**src/rtl/core/tlif_pkg.sv**
```systemverilog
`default_nettype none
// ----------------------------------------------------------------------------
// tlif_pkg
// Shared types, constants and the converter-code table for the thermistor
// lookup-and-interpolate core.
// ----------------------------------------------------------------------------
package tlif_pkg;

    localparam int ADC_W         = 10;
    localparam int TEMP_W        = 11;
    localparam int QUOT_W        = 8;
    localparam int NUM_W         = ADC_W + QUOT_W;
    localparam int SCALED_W      = 18;
    localparam int MAG_W         = 16;
    localparam int RECIP_W       = 13;
    localparam int PROD_W        = MAG_W + RECIP_W;
    localparam int RECIP_SHIFT   = 19;
    localparam int WHOLE_W       = PROD_W - RECIP_SHIFT;

    localparam int TEMP_OFFSET_C = 20;
    localparam int F_SCALE       = 180;
    localparam int F_OFFSET      = 32;
    localparam int RECIP_100     = 5243;

    localparam logic signed [TEMP_W-1:0] TEMP_UNDER = -11'sd999;
    localparam logic signed [TEMP_W-1:0] TEMP_OVER  = 11'sd999;

    localparam int DEFAULT_ENTRIES = 90;
    localparam logic [ADC_W-1:0] ADC_ROM [DEFAULT_ENTRIES] = '{
        10'd105, 10'd110, 10'd116, 10'd121, 10'd127, 10'd133, 10'd139, 10'd145,
        10'd152, 10'd159, 10'd165, 10'd173, 10'd180, 10'd187, 10'd195, 10'd203,
        10'd211, 10'd219, 10'd227, 10'd236, 10'd245, 10'd254, 10'd264, 10'd273,
        10'd283, 10'd293, 10'd303, 10'd313, 10'd324, 10'd334, 10'd345, 10'd355,
        10'd366, 10'd377, 10'd388, 10'd399, 10'd410, 10'd422, 10'd433, 10'd444,
        10'd455, 10'd467, 10'd478, 10'd489, 10'd500, 10'd512, 10'd523, 10'd534,
        10'd545, 10'd555, 10'd566, 10'd577, 10'd588, 10'd598, 10'd608, 10'd619,
        10'd629, 10'd639, 10'd648, 10'd658, 10'd667, 10'd677, 10'd686, 10'd695,
        10'd704, 10'd712, 10'd721, 10'd729, 10'd737, 10'd745, 10'd753, 10'd760,
        10'd768, 10'd775, 10'd782, 10'd789, 10'd795, 10'd802, 10'd808, 10'd814,
        10'd820, 10'd826, 10'd832, 10'd837, 10'd843, 10'd848, 10'd853, 10'd858,
        10'd863, 10'd867
    };

    typedef enum logic [1:0] {
        RANGE_IN    = 2'd0,
        RANGE_UNDER = 2'd1,
        RANGE_OVER  = 2'd2
    } t_range;

    typedef enum logic [3:0] {
        ST_IDLE,
        ST_CHK_LO,
        ST_CHK_HI,
        ST_SRCH,
        ST_CMP,
        ST_MUL,
        ST_DIV,
        ST_SCALE,
        ST_RECIP,
        ST_CONV,
        ST_DONE
    } t_state;

    // Entries past the stock table saturate at full scale.
    function automatic logic [ADC_W-1:0] rom_value(input int unsigned idx);
        logic [ADC_W-1:0] val;
        if (idx < DEFAULT_ENTRIES) begin
            val = ADC_ROM[idx];
        end else begin
            val = '1;
        end
        return val;
    endfunction

endpackage
`default_nettype wire

```
**src/rtl/core/tlif_rom.sv**
```systemverilog
`default_nettype none
// ----------------------------------------------------------------------------
// tlif_rom
// Synchronous table of rising converter codes, one per degree C, with a
// registered read port.
// ----------------------------------------------------------------------------
module tlif_rom
    import tlif_pkg::*;
#(
    parameter int TABLE_ENTRIES = 90,
    parameter int ADDR_W        = 7
) (
    input  wire logic              i_clk,
    input  wire logic [ADDR_W-1:0] i_addr,
    output logic      [ADC_W-1:0]  o_data
);

    logic [ADC_W-1:0] r_data;

    always_ff @(posedge i_clk) begin
        if (32'(i_addr) < 32'(TABLE_ENTRIES)) begin
            r_data <= rom_value(32'(i_addr));
        end else begin
            r_data <= '1;
        end
    end

    assign o_data = r_data;

endmodule
`default_nettype wire

```
**src/rtl/core/tlif_div.sv**
```systemverilog
`default_nettype none
// ----------------------------------------------------------------------------
// tlif_div
// Restoring divider, one quotient bit per cycle, for the interpolation step.
// The quotient is known to fit in QUOT_W bits.
// ----------------------------------------------------------------------------
module tlif_div
    import tlif_pkg::*;
(
    input  wire logic              i_clk,
    input  wire logic              i_rst_n,
    input  wire logic              i_start,
    input  wire logic [NUM_W-1:0]  i_num,
    input  wire logic [ADC_W-1:0]  i_den,
    output logic                   o_done,
    output logic      [QUOT_W-1:0] o_quot
);

    localparam int CNT_W = $clog2(QUOT_W + 1);

    logic              r_busy;
    logic              r_done;
    logic [CNT_W-1:0]  r_cnt;
    logic [ADC_W-1:0]  r_rem;
    logic [ADC_W-1:0]  r_den;
    logic [QUOT_W-1:0] r_num_lo;
    logic [QUOT_W-1:0] r_quot;

    logic [ADC_W:0]    n_trial;
    logic              n_fit;
    logic [ADC_W-1:0]  n_rem;

    always_comb begin
        n_trial = {r_rem, r_num_lo[QUOT_W-1]};
        n_fit   = n_trial >= {1'b0, r_den};
        if (n_fit) begin
            n_rem = ADC_W'(n_trial - {1'b0, r_den});
        end else begin
            n_rem = n_trial[ADC_W-1:0];
        end
    end

    always_ff @(posedge i_clk) begin
        if (!i_rst_n) begin
            r_busy <= 1'b0;
            r_done <= 1'b0;
            r_cnt  <= '0;
        end else begin
            r_done <= 1'b0;
            if (i_start) begin
                r_busy <= 1'b1;
                r_cnt  <= CNT_W'(QUOT_W);
            end else if (r_busy) begin
                r_cnt <= r_cnt - 1'b1;
                if (r_cnt == CNT_W'(1)) begin
                    r_busy <= 1'b0;
                    r_done <= 1'b1;
                end
            end
        end
    end

    always_ff @(posedge i_clk) begin
        if (i_start) begin
            r_rem    <= i_num[NUM_W-1:QUOT_W];
            r_num_lo <= i_num[QUOT_W-1:0];
            r_den    <= i_den;
            r_quot   <= '0;
        end else if (r_busy) begin
            r_rem    <= n_rem;
            r_num_lo <= {r_num_lo[QUOT_W-2:0], 1'b0};
            r_quot   <= {r_quot[QUOT_W-2:0], n_fit};
        end
    end

    assign o_done = r_done;
    assign o_quot = r_quot;

endmodule
`default_nettype wire

```
**src/rtl/core/thermistor_lut_interp_to_fahrenheit_core.sv**
```systemverilog
`default_nettype none
// ----------------------------------------------------------------------------
// thermistor_lut_interp_to_fahrenheit_core
// Converts a 10-bit thermistor divider reading to whole degrees Fahrenheit.
// ----------------------------------------------------------------------------
// One item is in flight at a time. A reading is checked against the first and
// last table entries, then a binary search over the table ROM brackets it,
// each probe reading through the ROM's registered read port, then a
// bit-serial divide interpolates and a reciprocal multiply scales to degrees.
// The search makes at most ceil(log2(TABLE_ENTRIES)) probes. A reading below
// the table goes straight to the result after the first-entry check, and one
// above it after the last-entry check. The input accepts again in the cycle
// after the result is loaded, and a stalled result holds the input stalled.
// Readings below the table give -999 (status 1), above it 999 (status 2).
// A finished result sits in the output register while the next item is
// accepted.
// ----------------------------------------------------------------------------
module thermistor_lut_interp_to_fahrenheit_core
    import tlif_pkg::*;
#(
    parameter int TABLE_ENTRIES = 90
) (
    input  wire logic                     i_clk,
    input  wire logic                     i_rst_n,
    input  wire logic                     i_in_valid,
    output logic                          o_in_stall,
    input  wire logic        [ADC_W-1:0]  i_adc_sample,
    output logic                          o_out_valid,
    input  wire logic                     i_out_stall,
    output logic signed      [TEMP_W-1:0] o_temperature_f,
    output logic             [1:0]        o_range_status
);

    localparam int ADDR_W = (TABLE_ENTRIES > 1) ? $clog2(TABLE_ENTRIES) : 1;
    localparam int IDX_W  = $clog2(TABLE_ENTRIES + 1);

    t_state                    r_state;
    t_state                    n_state;
    logic                      r_out_valid;
    logic signed [TEMP_W-1:0]  r_temp_f;
    t_range                    r_status;

    logic [ADC_W-1:0]          r_sample;
    logic [ADDR_W-1:0]         r_lo;
    logic [IDX_W-1:0]          r_hi;
    logic [ADDR_W-1:0]         r_mid;
    logic [ADC_W-1:0]          r_lo_val;
    logic [ADC_W-1:0]          r_hi_val;
    logic                      r_neg;
    logic [MAG_W-1:0]          r_mag;
    logic [PROD_W-1:0]         r_prod;
    logic signed [TEMP_W-1:0]  r_res_temp;
    t_range                    r_res_status;

    logic [ADDR_W-1:0]         n_addr;
    logic                      n_accept;
    logic                      n_load_out;
    logic                      n_div_start;
    logic [NUM_W-1:0]          n_num;
    logic [ADC_W-1:0]          n_den;
    logic [IDX_W:0]            n_mid_sum;
    logic                      n_more;
    logic signed [SCALED_W-1:0] n_scaled;
    logic [WHOLE_W-1:0]        n_whole;

    logic [ADC_W-1:0]          w_rom_data;
    logic                      w_div_done;
    logic [QUOT_W-1:0]         w_quot;

    tlif_rom #(
        .TABLE_ENTRIES (TABLE_ENTRIES),
        .ADDR_W        (ADDR_W)
    ) u_rom (
        .i_clk  (i_clk),
        .i_addr (n_addr),
        .o_data (w_rom_data)
    );

    tlif_div u_div (
        .i_clk   (i_clk),
        .i_rst_n (i_rst_n),
        .i_start (n_div_start),
        .i_num   (n_num),
        .i_den   (n_den),
        .o_done  (w_div_done),
        .o_quot  (w_quot)
    );

    always_comb begin
        n_mid_sum = (IDX_W + 1)'(r_lo) + (IDX_W + 1)'(r_hi);
        n_more    = (r_hi - IDX_W'(r_lo)) > IDX_W'(1);
        if (r_hi == IDX_W'(TABLE_ENTRIES)) begin
            n_num = '0;
            n_den = ADC_W'(1);
        end else begin
            n_num = NUM_W'(r_sample - r_lo_val) * NUM_W'(F_SCALE);
            n_den = r_hi_val - r_lo_val;
        end
        n_scaled = ($signed(SCALED_W'(r_lo)) - SCALED_W'(TEMP_OFFSET_C))
                   * SCALED_W'(F_SCALE) + $signed(SCALED_W'(w_quot));
        n_whole  = r_prod[PROD_W-1:RECIP_SHIFT];
    end

    always_comb begin
        n_state     = r_state;
        n_addr      = '0;
        n_accept    = 1'b0;
        n_load_out  = 1'b0;
        n_div_start = 1'b0;
        o_in_stall  = (r_state != ST_IDLE);
        case (r_state)
            ST_IDLE: begin
                if (i_in_valid) begin
                    n_accept = 1'b1;
                    n_state  = ST_CHK_LO;
                end
            end
            ST_CHK_LO: begin
                n_addr = ADDR_W'(TABLE_ENTRIES - 1);
                if (r_sample < w_rom_data) begin
                    n_state = ST_DONE;
                end else begin
                    n_state = ST_CHK_HI;
                end
            end
            ST_CHK_HI: begin
                if (r_sample > w_rom_data) begin
                    n_state = ST_DONE;
                end else begin
                    n_state = ST_SRCH;
                end
            end
            ST_SRCH: begin
                n_addr = n_mid_sum[ADDR_W:1];
                if (n_more) begin
                    n_state = ST_CMP;
                end else begin
                    n_state = ST_MUL;
                end
            end
            ST_CMP: begin
                n_state = ST_SRCH;
            end
            ST_MUL: begin
                n_div_start = 1'b1;
                n_state     = ST_DIV;
            end
            ST_DIV: begin
                if (w_div_done) begin
                    n_state = ST_SCALE;
                end
            end
            ST_SCALE: begin
                n_state = ST_RECIP;
            end
            ST_RECIP: begin
                n_state = ST_CONV;
            end
            ST_CONV: begin
                n_state = ST_DONE;
            end
            ST_DONE: begin
                if (!r_out_valid || !i_out_stall) begin
                    n_load_out = 1'b1;
                    n_state    = ST_IDLE;
                end
            end
            default: begin
                n_state = ST_IDLE;
            end
        endcase
    end

    always_ff @(posedge i_clk) begin
        if (!i_rst_n) begin
            r_state     <= ST_IDLE;
            r_out_valid <= 1'b0;
        end else begin
            r_state <= n_state;
            if (n_load_out) begin
                r_out_valid <= 1'b1;
            end else if (!i_out_stall) begin
                r_out_valid <= 1'b0;
            end
        end
    end

    always_ff @(posedge i_clk) begin
        if (n_accept) begin
            r_sample <= i_adc_sample;
        end
        if (n_load_out) begin
            r_temp_f <= r_res_temp;
            r_status <= r_res_status;
        end
        case (r_state)
            ST_CHK_LO: begin
                r_lo_val     <= w_rom_data;
                r_res_temp   <= TEMP_UNDER;
                r_res_status <= RANGE_UNDER;
            end
            ST_CHK_HI: begin
                r_lo         <= '0;
                r_hi         <= IDX_W'(TABLE_ENTRIES);
                r_res_temp   <= TEMP_OVER;
                r_res_status <= RANGE_OVER;
            end
            ST_SRCH: begin
                r_mid <= n_mid_sum[ADDR_W:1];
            end
            ST_CMP: begin
                if (w_rom_data <= r_sample) begin
                    r_lo     <= r_mid;
                    r_lo_val <= w_rom_data;
                end else begin
                    r_hi     <= IDX_W'(r_mid);
                    r_hi_val <= w_rom_data;
                end
            end
            ST_SCALE: begin
                r_neg <= n_scaled < 0;
                if (n_scaled < 0) begin
                    r_mag <= MAG_W'(-n_scaled);
                end else begin
                    r_mag <= MAG_W'(n_scaled);
                end
            end
            ST_RECIP: begin
                r_prod <= PROD_W'(r_mag) * PROD_W'(RECIP_100);
            end
            ST_CONV: begin
                r_res_status <= RANGE_IN;
                if (r_neg) begin
                    r_res_temp <= TEMP_W'(F_OFFSET) - TEMP_W'(n_whole);
                end else begin
                    r_res_temp <= TEMP_W'(n_whole) + TEMP_W'(F_OFFSET);
                end
            end
            default: begin
            end
        endcase
    end

    assign o_out_valid     = r_out_valid;
    assign o_temperature_f = r_temp_f;
    assign o_range_status  = r_status;

endmodule
`default_nettype wire

```
**config.mk**
```make
export PLATFORM = sky130hd
export DESIGN_NAME = thermistor_lut_interp_to_fahrenheit_core
export DESIGN_NICKNAME = d
export VERILOG_FILES = /design/src/rtl/core/tlif_pkg.sv /design/src/rtl/core/tlif_rom.sv /design/src/rtl/core/tlif_div.sv /design/src/rtl/core/thermistor_lut_interp_to_fahrenheit_core.sv
export SDC_FILE = /design/constraint.sdc
export NUM_CORES = 1
export LEC_CHECK = 0
export ABC_AREA = 1
export BUFFER_PORTS_ARGS = -buffer_cell sky130_fd_sc_hd__buf_2
export CORE_MARGIN = 3
export CORE_UTILIZATION = 40
export DETAILED_ROUTE_END_ITERATION = 10
export GPL_ROUTABILITY_DRIVEN = 0
export GPL_TIMING_DRIVEN = 0
export SETUP_SLACK_MARGIN = 0.2
export SLEW_MARGIN = 20
export SYNTH_ARGS = -nofsm -noshare
export SYNTH_HDL_FRONTEND = slang
export SYNTH_HIERARCHICAL = 1
export SYNTH_SLANG_ARGS = --single-unit
```
**constraint.sdc**
```tcl
create_clock -name i_clk -period 4.4 [get_ports i_clk]
set_input_delay 0.22 -clock i_clk [delete_from_list [all_inputs] [get_ports i_clk]]
set_output_delay 0.22 -clock i_clk [all_outputs]
set_load 0.02 [all_outputs]
```
==> results_dict.tcl <==
set metrics [dict create \
    io_buffers 28 \
    layout_commonest_cell "inv_1" \
    r2r_end "r_prod[28]$_DFFE_PP_" \
    finalCriticalPeriod_ns 4.77 \
    viasPerCell 4.97 \
    die_area_sq_mm 0.0445 \
    rsz0062_at_grt "true" \
    endpoint_kind "register" \
    cp.required_ns 4.58 \
    synth_edf_count 132 \
    synthXorXnorAreaFrac 0.0291 \
    ys_types 54 \
    worstHoldPathType "input pin to register" \
    drt_first_pass_iters 6 \
    drive_gt1_frac 0.247 \
    post-route-period-util 1.08 \
    num_rows 74 \
    vias 13915 \
    slew_viol_final 0 \
    antennaDiodeCount 0 \
    synth-simple-area-share 0.189 \
    yosysTopAreaCell "edfxtp_1" \
    grt_pass1_vias 14130 \
    avgSynthCellArea_sq_um 8.21 \
    synth.area.top_cells "edfxtp_1, ha_1, fa_1" \
    h-tree-depth 4 \
    setup_viol 32 \
    drtIter0Drc 732 \
    clock-root-buffer "clkbuf_16" \
    clkTransAtPathRegs_ns 0.07 \
    multiInputGateArea_sq_mm 0.0119 \
    violations "negative setup slack" \
    cts.sinks 161 \
    crit_path_start "r_mag[12]$_DFFE_PP_" \
    ant_nets 0 \
    cts_made_buffers 17 \
    die_w_microns 211 \
    post-dp-hpwl_microns 30700 \
    grt_pass1_wl_microns 67200 \
    coreArea_sq_mm 0.0411 \
    tritoncts "built" \
    timing.rr.start "r_mag[12]$_DFFE_PP_" \
    synth_mux_area_frac 0 \
    final_cell_mix "inv_1, nand2_1, ha_1, edfxtp_1, buf_4" \
    maxCapViolCount 0 \
    synthToLayoutAreaGrowth_pct 26.0 \
    drt-total-wl_microns 40700 \
    synth_top_cell_area_share 0.236 \
    io_pins 29 \
    max_freq_mhz 210 \
    dp_slack_ns -0.693 \
    synth_top_family_by_area "adder cells" \
    insertion_delay_ns 0.45 \
    synth_seq_area_share 0.271 \
    drcViolationCount 0 \
    wl_per_cell_microns 14.5 \
    relSlewSlack 0.339 \
    start_util 0.408 \
    dieHeight_microns 211 \
    r2r_slack_ns -0.37 \
    hold_viol_final 0 \
    grt_use_total 0.184 \
    crit_end "r_prod[28]$_DFFE_PP_" \
    tightest_slew_ns 0.982 \
    grt_overflow 0 \
    synth_area_sq_mm 0.0168 \
    ys_seq_elements 161 \
    setup_slack_ns -0.370 \
    worst-setup-path-type "register to register" \
    synth_ff_type "edfxtp_1" \
    start_kind "register" \
    syn_inst 2044 \
    yosys_warnings 6 \
    cp_data_arrival_time_ns 4.95 \
    synth-adder-area-share 0.310 \
    fin_worst_skew_ns 0.00871 \
    synth-compound-area-share 0.0881 \
    async_flop_share 0 \
    critical_path.max_fanout 5 \
    antenna_found_initial 0 \
    nFillCells 3773 \
    register_area_sq_mm 0.00454 \
    grt_max_degree 26 \
    nets 2620 \
    rr_worst_depth 17 \
    clock_path_buffers 2 \
    outcome "finished with violations" \
]
-- state kept, by name (all words and copies together) (netlist names), 8 cells and up --
register and cells:
r_mag 16, o_temperature_f 11, r_res_temp 11, r_hi_val 10, r_lo_val 10, r_prod 10
r_sample 10, u_div/r_den 10, u_div/r_rem 10, u_rom/o_data 10, u_div/o_quot 8, u_div/r_num_lo 8
-- critical path: stages (launching register included) --
cell and delay (ns):
edfxtp_1 0.53, buf_6 0.20, ha_4 0.26, inv_2 0.04, fa_2 0.53, fa_1 0.43, inv_2 0.08, fa_2 0.45
fa_2 0.63, ha_4 0.23, a21oi_4 0.15, o21a_1 0.17, o21bai_1 0.08, a21oi_2 0.20, nor2_2 0.09, nor2_4 0.17
o21ai_2 0.09, xor2_2 0.18
-- stage by stage --
step	hold WS [ns]	TNS (ns)	cells	area, sq um	utilization
final	0.0693	-5.77	2801	21200	0.515
after global routing	0.0597	-11.79	2801	21200	0.515
after CTS	0.0426	-3.92	2764	20300	0.494
after detailed placement	0.399	-11.41	2607	18100	0.441
after global placement	0.398	-11.90	2605	18100	0.440
after floorplan	0.318	-0.0513	2045	17300	-
-- routing by layer --
metal | track usage | vias to the layer above | part of all wire
met1 | 0.238 | 6576 | 0.45
met5 | 0 | - | 0
li1 | - | 6996 | -
met2 | 0.320 | 287 | 0.49
met3 | 0.0251 | 56 | 0.036
met4 | 0.0587 | 0 | 0.020
-- timing repair --
item,4_1_cts,5_1_grt
setup endpoints to repair,35,42
cloned,1,0
hold buffers,10,0
setup buffers,114,37
pin swaps,119,111
resized for setup,150,129
endpoints found under the hold margin,10,0
-- how the worst min path moves through the flow --
stage	start	end	depth (start not counted)
after floorplan	i_rst_n	r_state[3]$_SDFFE_PN0P_	2
after global placement	i_adc_sample[5]	r_sample[5]$_DFFE_PP_	1
after CTS	i_rst_n	r_state[3]$_SDFFE_PN0P_	3
final	i_rst_n	r_state[3]$_SDFFE_PN0P_	3
after global routing	i_rst_n	u_div/r_cnt[3]$_SDFFE_PN0P_	2
after detailed placement	i_adc_sample[4]	r_sample[4]$_DFFE_PP_	1
-- synthesized netlist by cell type, types with 25 or more instances --
cell      number
a21oi_1      108
dfxtp_1       29
edfxtp_1     132
fa_1         111
ha_1         239
inv_1        431
nand2_1      405
nand3_1      108
nand4_1       25
nor2_1       135
o21ai_0       86
xor2_1        28
-- logic make-up (layout without fill, tap and decap cells) --
group	count (synthesis)	count (layout)
AOI/OAI and AO/OA	264	264
and+or+nand+nor	740	740
buffers and inverters	474	698
other	1	2
xor gates and xnor gates	54	54
DFF	161	161
adders and majority gates	350	350
-- layout make-up --
| type | count | share of cell area |
|---|---|---|
| Multi-Input combinational cell | 1410 | 0.563 |
| Sequential cell | 161 | 0.215 |
| Inverter | 447 | 0.0804 |
| Timing Repair Buffer | 192 | 0.0742 |
| Tap cell | 532 | 0.0315 |
| Clock buffer | 19 | 0.0209 |
| Buffer | 27 | 0.0103 |
| Clock inverter | 13 | 0.00491 |
Power is not shown: default switching activity piles up to over one toggle a cycle in this logic, so the estimate is an artifact.
